[src/bpf_pkg.sv]
// Shared types and codes for the Bezier path follower.
package bpf_pkg;

	typedef struct packed {
		logic [2:0]         action;
		logic [5:0]         index;
		logic signed [31:0] vec_x;
		logic signed [31:0] vec_y;
		logic signed [31:0] vec_z;
		logic [31:0]        seg_length;
		logic [15:0]        time_step;
	} in_item_t;

	typedef struct packed {
		logic signed [31:0] pos_x;
		logic signed [31:0] pos_y;
		logic signed [31:0] pos_z;
		logic signed [31:0] tan_x;
		logic signed [31:0] tan_y;
		logic signed [31:0] tan_z;
		logic [5:0]         segment_now;
		logic [15:0]        param_now;
	} out_item_t;

	localparam logic [2:0] ACT_POINT = 3'd0;
	localparam logic [2:0] ACT_IN    = 3'd1;
	localparam logic [2:0] ACT_OUT   = 3'd2;
	localparam logic [2:0] ACT_LEN   = 3'd3;
	localparam logic [2:0] ACT_TICK  = 3'd4;

	localparam logic [1:0] CFG_SPEED   = 2'd0;
	localparam logic [1:0] CFG_ENABLED = 2'd1;
	localparam logic [1:0] CFG_SEGCNT  = 2'd2;

	// multiplier operand selects
	localparam logic [3:0] M_NONE = 4'd0;
	localparam logic [3:0] M_DIST = 4'd1;
	localparam logic [3:0] M_REM  = 4'd2;
	localparam logic [3:0] M_S2   = 4'd3;
	localparam logic [3:0] M_SQ   = 4'd4;
	localparam logic [3:0] M_Q2   = 4'd5;
	localparam logic [3:0] M_S3   = 4'd6;
	localparam logic [3:0] M_T1   = 4'd7;
	localparam logic [3:0] M_T2   = 4'd8;
	localparam logic [3:0] M_Q3   = 4'd9;
	localparam logic [3:0] M_PB   = 4'd10;
	localparam logic [3:0] M_TW   = 4'd11;

	// product destinations
	localparam logic [3:0] D_NONE = 4'd0;
	localparam logic [3:0] D_DIST = 4'd1;
	localparam logic [3:0] D_REM  = 4'd2;
	localparam logic [3:0] D_S2   = 4'd3;
	localparam logic [3:0] D_SQ   = 4'd4;
	localparam logic [3:0] D_Q2   = 4'd5;
	localparam logic [3:0] D_B0   = 4'd6;
	localparam logic [3:0] D_B1   = 4'd7;
	localparam logic [3:0] D_B2   = 4'd8;
	localparam logic [3:0] D_B3   = 4'd9;
	localparam logic [3:0] D_ACC0 = 4'd10;
	localparam logic [3:0] D_ACC  = 4'd11;
	localparam logic [3:0] D_POS  = 4'd12;
	localparam logic [3:0] D_TAN  = 4'd13;

	localparam logic [4:0] EVAL_LAST = 5'd29;

	typedef struct packed {
		logic [3:0] sel;
		logic [3:0] dst;
		logic [1:0] j;
		logic [1:0] k;
	} mul_op_t;

	typedef struct packed {
		logic    accept;
		logic    start;
		mul_op_t op;
		logic    len_latch;
		logic    walk_step;
		logic    rem_load;
		logic    div_fwd;
		logic    div_back;
		logic    div_step;
		logic    div_fin;
		logic    p_max;
		logic    p_zero;
		logic    rd_next;
		logic    cap_a;
		logic    cap_b;
		logic    load_out;
	} ctrl_cmd_t;

	typedef struct packed {
		logic enabled;
		logic gt;
		logic ge;
		logic len_zero;
		logic back_full;
		logic steps_done;
		logic div_last;
	} dp_stat_t;

endpackage

[src/bpf_ctrl.sv]
// Controller state machine: sequences walk, divide, knot fetch and evaluation.
module bpf_ctrl (
	input  logic                clk,
	input  logic                arst_n,
	input  logic                in_valid,
	output logic                in_ready,
	input  logic [2:0]          in_action,
	output logic                out_valid,
	input  logic                out_ready,
	output bpf_pkg::ctrl_cmd_t  cmd,
	input  bpf_pkg::dp_stat_t   stat
);
	localparam logic [3:0] ST_IDLE = 4'd0;
	localparam logic [3:0] ST_DIST = 4'd1;
	localparam logic [3:0] ST_LEN  = 4'd2;
	localparam logic [3:0] ST_WAIT = 4'd3;
	localparam logic [3:0] ST_CMP  = 4'd4;
	localparam logic [3:0] ST_WRD  = 4'd5;
	localparam logic [3:0] ST_WLD  = 4'd6;
	localparam logic [3:0] ST_WCHK = 4'd7;
	localparam logic [3:0] ST_DIV  = 4'd8;
	localparam logic [3:0] ST_DIVF = 4'd9;
	localparam logic [3:0] ST_RDA  = 4'd10;
	localparam logic [3:0] ST_RDB  = 4'd11;
	localparam logic [3:0] ST_RDC  = 4'd12;
	localparam logic [3:0] ST_EVAL = 4'd13;
	localparam logic [3:0] ST_OUT  = 4'd14;

	localparam logic [4:0] EVAL_END = bpf_pkg::EVAL_LAST;

	logic [3:0] state_q, state_nx;
	logic [4:0] pc_q;
	logic       out_valid_q;

	// evaluation program: weights, then 4 position and 3 tangent products per axis
	function automatic bpf_pkg::mul_op_t eval_op(input logic [4:0] pc);
		logic [4:0]       r;
		bpf_pkg::mul_op_t o;
		o = '{sel: bpf_pkg::M_NONE, dst: bpf_pkg::D_NONE, j: 2'd0, k: 2'd0};
		r = 5'd0;
		if (pc < 5'd7) begin
			unique case (pc[2:0])
				3'd0: begin o.sel = bpf_pkg::M_S2; o.dst = bpf_pkg::D_S2; end
				3'd1: begin o.sel = bpf_pkg::M_SQ; o.dst = bpf_pkg::D_SQ; end
				3'd2: begin o.sel = bpf_pkg::M_Q2; o.dst = bpf_pkg::D_Q2; end
				3'd3: begin o.sel = bpf_pkg::M_S3; o.dst = bpf_pkg::D_B0; end
				3'd4: begin o.sel = bpf_pkg::M_T1; o.dst = bpf_pkg::D_B1; end
				3'd5: begin o.sel = bpf_pkg::M_T2; o.dst = bpf_pkg::D_B2; end
				default: begin o.sel = bpf_pkg::M_Q3; o.dst = bpf_pkg::D_B3; end
			endcase
		end else if (pc >= 5'd8 && pc < 5'd20) begin
			r = pc - 5'd8;
			o.sel = bpf_pkg::M_PB;
			o.k = r[3:2];
			o.j = r[1:0];
			if (r[1:0] == 2'd0) o.dst = bpf_pkg::D_ACC0;
			else if (r[1:0] == 2'd3) o.dst = bpf_pkg::D_POS;
			else o.dst = bpf_pkg::D_ACC;
		end else if (pc >= 5'd20 && pc < EVAL_END) begin
			r = pc - 5'd20;
			o.sel = bpf_pkg::M_TW;
			if (r < 5'd3) begin
				o.k = 2'd0;
				o.j = r[1:0];
			end else if (r < 5'd6) begin
				o.k = 2'd1;
				o.j = 2'(r - 5'd3);
			end else begin
				o.k = 2'd2;
				o.j = 2'(r - 5'd6);
			end
			if (o.j == 2'd0) o.dst = bpf_pkg::D_ACC0;
			else if (o.j == 2'd2) o.dst = bpf_pkg::D_TAN;
			else o.dst = bpf_pkg::D_ACC;
		end
		return o;
	endfunction

	assign in_ready  = (state_q == ST_IDLE);
	assign out_valid = out_valid_q;

	always_comb begin
		cmd = '0;
		state_nx = state_q;
		unique case (state_q)
			ST_IDLE: begin
				cmd.accept = in_valid;
				if (in_valid && in_action == bpf_pkg::ACT_TICK && stat.enabled) begin
					cmd.start = 1'b1;
					state_nx = ST_DIST;
				end
			end
			ST_DIST: begin
				cmd.op = '{sel: bpf_pkg::M_DIST, dst: bpf_pkg::D_DIST, j: 2'd0, k: 2'd0};
				state_nx = ST_LEN;
			end
			ST_LEN: begin
				cmd.op = '{sel: bpf_pkg::M_REM, dst: bpf_pkg::D_REM, j: 2'd0, k: 2'd0};
				cmd.len_latch = 1'b1;
				state_nx = ST_WAIT;
			end
			ST_WAIT: state_nx = ST_CMP;
			ST_CMP: begin
				if (stat.gt) begin
					cmd.walk_step = 1'b1;
					state_nx = ST_WRD;
				end else if (stat.len_zero) begin
					state_nx = ST_RDA;
				end else if (stat.back_full) begin
					cmd.p_zero = 1'b1;
					state_nx = ST_RDA;
				end else begin
					cmd.div_back = 1'b1;
					state_nx = ST_DIV;
				end
			end
			ST_WRD: state_nx = ST_WLD;
			ST_WLD: begin
				cmd.rem_load = 1'b1;
				state_nx = ST_WCHK;
			end
			ST_WCHK: begin
				if (stat.gt && !stat.steps_done) begin
					cmd.walk_step = 1'b1;
					state_nx = ST_WRD;
				end else if (stat.ge) begin
					cmd.p_max = 1'b1;
					state_nx = ST_RDA;
				end else begin
					cmd.div_fwd = 1'b1;
					state_nx = ST_DIV;
				end
			end
			ST_DIV: begin
				cmd.div_step = 1'b1;
				if (stat.div_last) state_nx = ST_DIVF;
			end
			ST_DIVF: begin
				cmd.div_fin = 1'b1;
				state_nx = ST_RDA;
			end
			ST_RDA: state_nx = ST_RDB;
			ST_RDB: begin
				cmd.cap_a = 1'b1;
				cmd.rd_next = 1'b1;
				state_nx = ST_RDC;
			end
			ST_RDC: begin
				cmd.cap_b = 1'b1;
				state_nx = ST_EVAL;
			end
			ST_EVAL: begin
				cmd.op = eval_op(pc_q);
				if (pc_q == EVAL_END) state_nx = ST_OUT;
			end
			ST_OUT: begin
				// hold the result until the output register is free
				if (!out_valid_q || out_ready) begin
					cmd.load_out = 1'b1;
					state_nx = ST_IDLE;
				end
			end
			default: state_nx = ST_IDLE;
		endcase
	end

	always_ff @(posedge clk or negedge arst_n) begin
		if (!arst_n) begin
			state_q <= ST_IDLE;
			pc_q <= 5'd0;
			out_valid_q <= 1'b0;
		end else begin
			state_q <= state_nx;
			pc_q <= (state_q == ST_EVAL) ? pc_q + 5'd1 : 5'd0;
			if (cmd.load_out) out_valid_q <= 1'b1;
			else if (out_ready) out_valid_q <= 1'b0;
		end
	end
endmodule

[config.mk]
export PLATFORM = sky130hd
export DESIGN_NAME = bpf_ctrl
export DESIGN_NICKNAME = d
export VERILOG_FILES = /design/src/bpf_pkg.sv /design/src/bpf_ctrl.sv
export SDC_FILE = /design/constraint.sdc
export NUM_CORES = 1
export LEC_CHECK = 0
export ABC_AREA = 1
export BUFFER_PORTS_ARGS = -buffer_cell sky130_fd_sc_hd__buf_2
export CORE_ASPECT_RATIO = 1.5
export CORE_MARGIN = 2
export CORE_UTILIZATION = 48
export CTS_CLUSTER_DIAMETER = 60
export CTS_CLUSTER_SIZE = 30
export DETAILED_ROUTE_END_ITERATION = 7
export GPL_TIMING_DRIVEN = 1
export HOLD_SLACK_MARGIN = 0.12
export PLACE_DENSITY = 0.79
export SYNTH_ARGS = -nofsm -noshare
export SYNTH_HDL_FRONTEND = slang
export SYNTH_SLANG_ARGS = --single-unit
[constraint.sdc]
create_clock -name clk -period 3.1 [get_ports clk]
set_input_delay 0.31 -clock clk [delete_from_list [all_inputs] [get_ports clk]]
set_output_delay 0.31 -clock clk [all_outputs]
set_load 0.01 [all_outputs]
==> flow_summary.rst <==
.. list-table::
   :header-rows: 1

   * - Metric
     - Value
   * - Result of the run
     - complete, no violations
   * - Relative slew slack
     - between 60 and 70%
   * - Violation count after the first detailed-route iteration
     - 34
   * - EDFF count, synth
     - 0
   * - Parity-gate share of the synthesized area counting xor and xnor cells
     - 0%
   * - Horizontal die dimension
     - approximately 45 um
   * - Proportion of register bits with asynchronous set or reset after synthesis
     - between 90% and 100%
   * - H-tree level count
     - 1
   * - NumNets Final
     - approximately 270
   * - Sum of internal, switching and leakage power
     - between 600 and 700 uW
   * - Total overflow reported by the global router
     - 0
   * - Final estimated routing congestion in global placement
     - between 0.8 and 0.9
   * - Reg clk slew, reported paths
     - about 60 ps
   * - Final hold violation count
     - 0
   * - Top FF cell, synth
     - dfrtp_1
   * - Number of global-route vias before repair
     - approximately 1300
   * - Chain of cells forming the critical path
     - inv_4 -> ha_1 -> nand2_1 -> nand2_1 -> nor2_4 -> nand3_2 -> nand2_1 -> nand2_1 -> o21ai_1 -> nand2_1 -> nand2_1 -> nand2_1 -> buf_2
   * - Clock tree from TritonCTS
     - done
   * - Ratio of routed vias to standard cells
     - 5.27
   * - Critical path required time
     - about 2800 ps
   * - Count of instances resized after the clock tree is built
     - 0
   * - Number of CTS-inserted buffers
     - 3
   * - Post-synthesis register bit count
     - 10
   * - Area share of and/or/nand/nor cells after synthesis
     - approximately 45%
   * - Peak per-stage delay on the critical path
     - approximately 650 ps
   * - Startpoint type of the worst setup path
     - register
   * - GRT Resource Usage Total
     - 22.5%
   * - Unique cell type count in the Yosys netlist
     - 26
   * - Count of buffers from port buffering
     - between 40 and 50
   * - Count of clock tree sinks
     - 10
   * - Multi-input combinational cell area
     - about 830 sq um
   * - Die area
     - 3000 sq um
   * - Cell occurring most often along the worst timing path
     - nand2_1
   * - DRC violation count after routing
     - 0
   * - Via count of the routed design
     - between 1000 and 1500
   * - Static Leakage
     - roughly 0.8 nW
   * - Antenna violations before repair
     - 0
   * - Kind of cell with the highest combined delay on the critical path
     - simple AND/OR/NAND/NOR gates
   * - Aggregate routed wire length
     - 3100 um
   * - Initial cell density of the core
     - about half
   * - Placed wire-length estimate after detailed placement
     - around 2600 um
   * - Maximum ir drop on the vdd rail
     - between 0.3 and 0.4 mV
   * - Floorplan core area
     - ~2400 sq um
   * - Final worst-path cycle share
     - between 80 and 90%
   * - Combined flip-flop and latch cell area
     - between 200 and 300 sq um
   * - Area growth from synthesis to layout
     - 19.9%
   * - CTS Root Cell
     - clkbuf_4
   * - Synthesized-area fraction occupied by ao, oa, aoi and oai cells
     - ~14%
   * - Slowest library cell on the worst path
     - dfrtp_1
   * - Mean routed wirelength per cell
     - between 10 and 15 um
   * - Largest family of logic cells by synthesized area
     - simple AND/OR/NAND/NOR gates
   * - Reported max-cap violation count
     - 0
   * - Pin count of the biggest net entering global routing
     - 14
   * - Post-synthesis instance area
     - ~1200 sq um
   * - Post-layout min period
     - between 2000 and 3000 ps
   * - Setup_tns
     - 0 ps
   * - Setup Fix Bufs, Post-CTS
     - 0
   * - Worst-margin pin slew
     - between 400 and 500 ps
   * - Post-Synthesis Cells
     - around 200
   * - Type of the worst setup path
     - reg -> out
   * - Fillcell total
     - 245
   * - Share of post-route cells with drive strength above 1
     - around 30%
   * - Kind of end point of the critical path
     - output port
   * - Number of rows created at floorplan
     - 22
   * - Maximum fanout along the worst path
     - 13
   * - First-pass GRT wire length
     - between 5000 and 6000 um
   * - Multiplexer area fraction after synthesis
     - 0%
   * - Synth Net Count
     - around 230
   * - Final cell utilization of the core
     - roughly three fifths
   * - Count of TritonRoute iterations in the first routing pass
     - 4
   * - Adder-Cell Fraction of Synth Area
     - approximately 8.1%
   * - Count of nets left with antenna violations after detail routing
     - 0
   * - Power per standard cell area
     - roughly 470 nW/um^2
   * - Ports
     - 43
   * - Post-Route Skew
     - approximately 3.1 ps
   * - Count of endpoints failing setup in the final report
     - 0
   * - Data arrival time at the worst-slack endpoint
     - between 2000 and 2500 ps
   * - Classification of the worst-slack hold path
     - in -> reg
   * - Bufs on Longest Clock Path
     - 2
   * - Unrepaired setup endpoints after global routing
     - false
   * - Reg2reg setup slack
     - roughly 1500 ps
   * - Buf/Inv on CP
     - 2
   * - CTS Hold Bufs
     - 1
   * - Clock latency of the later-clocked register in the worst-skew pair
     - between 200 and 300 ps
   * - Placed cell area
     - between 1000 and 1500 sq um
   * - Fin area
     - about 1500 sq um
   * - Antenna diode instance count
     - 0
   * - Number of warnings reported in the yosys synthesis log
     - 0
   * - Vert. Die Dim
     - about 66 um
   * - Synthesized area divided by synthesized cell count
     - between 6 and 7 sq um
   * - Achievable clock frequency
     - between 300 and 400 MHz
   * - Sequential element share of the synthesized area
     - 20.3%
   * - Max Slew Vio Count
     - 0
==> worst paths after layout <==
check | from | to | depth (start not counted)
worst min-delay path | out_ready | out_valid | 2
worst max register to register | pc_q[2] | state_q[3] | 7
max in group asynchronous | arst_n | pc_q[3] | 2
worst max-delay path | pc_q[2] | cmd[18] | 13
worst min register to register | out_valid | out_valid | 2
min in group asynchronous | arst_n | state_q[3] | 2
==> flip-flops by register name, indices dropped and copies added (netlist names) <==
register / flops
out_valid: 1
pc_q: 5
state_q: 4
==> synthesized netlist by cell type (4+ instances only) <==
cell     number  share of area (%)
nand4_1       5                2.5
inv_2         7                2.1
nand3_1      10                4.1
nand2_1      54                 16
inv_1        22                6.7
nand2_2       7                3.5
ha_1          8                8.1
dfrtp_1      10                 20
nor2_1       26                7.9
nor2_4        4                3.6
o21ai_1       5                2.0
buf_4         4                2.4
o21ai_0       9                3.6
nor2_2        4                2.0
nor3_1        5                2.0
a21oi_1      11                4.5
==> power breakdown <==
group	switching [mW]	internal, mW	leakage, nW
sequential	0.0368	0.154	0.137
combinational	0.251	0.137	0.656
clock	0.0486	0.0715	0.0210
==> cell families (layout without fill, tap and decap cells) <==
kind of cell / after synthesis / in the layout
flip-flops: 10 / 10
buffers and inverters: 35 / 77
AO/OA/AOI/OAI: 31 / 31
AND/OR/NAND/NOR: 120 / 120
adder cells (fa/ha/maj): 8 / 8
==> placed cells by master, fill, tap and decap left out <==
cell	count
nand2_1	54
buf_2	42
nor2_1	26
inv_1	22
a21oi_1	11
nand3_1	10
dfrtp_1	10
o21ai_0	9
ha_1	8
inv_2	7
nand2_2	7
nand4_1	5
o21ai_1	5
nor3_1	5
nor2_4	4
nor2_2	4
clkbuf_4	3
nand3_2	2
o31ai_1	2
a31oi_1	2
inv_4	1
nand3b_1	1
or2_2	1
nor4_1	1
o211ai_1	1
o21bai_1	1
clkbuf_8	1
dlygate4sd3_1	1
==> layout make-up <==
cell class / count / share of cell area (%)
Clock buffer: 4 / 2.45
Inverter: 30 / 7.78
Multi-Input combinational cell: 159 / 56.0
Sequential cell: 10 / 16.9
Tap cell: 24 / 2.03
Timing Repair Buffer: 43 / 14.9
==> stage by stage <==
step                worst slack, ps  cells  hold WS, ps
global route                    286    270          223
detailed placement              858    265          181
CTS                             554    270          224
finish                          550    270          224
floorplan                      1180    204         14.4
global placement                893    265          179
==> metal layers <==
layer | vias to the layer above | wire (um) | global-route usage (%)
li1 | 740 | - | -
met1 | 627 | 1160 | 23.7
met2 | 45 | 1690 | 41.0
met3 | 11 | 116 | 2.46
met4 | 0 | 129 | 11.8
met5 | - | 0 | 0
No activity file was read; power rests on OpenSTA's default activity.
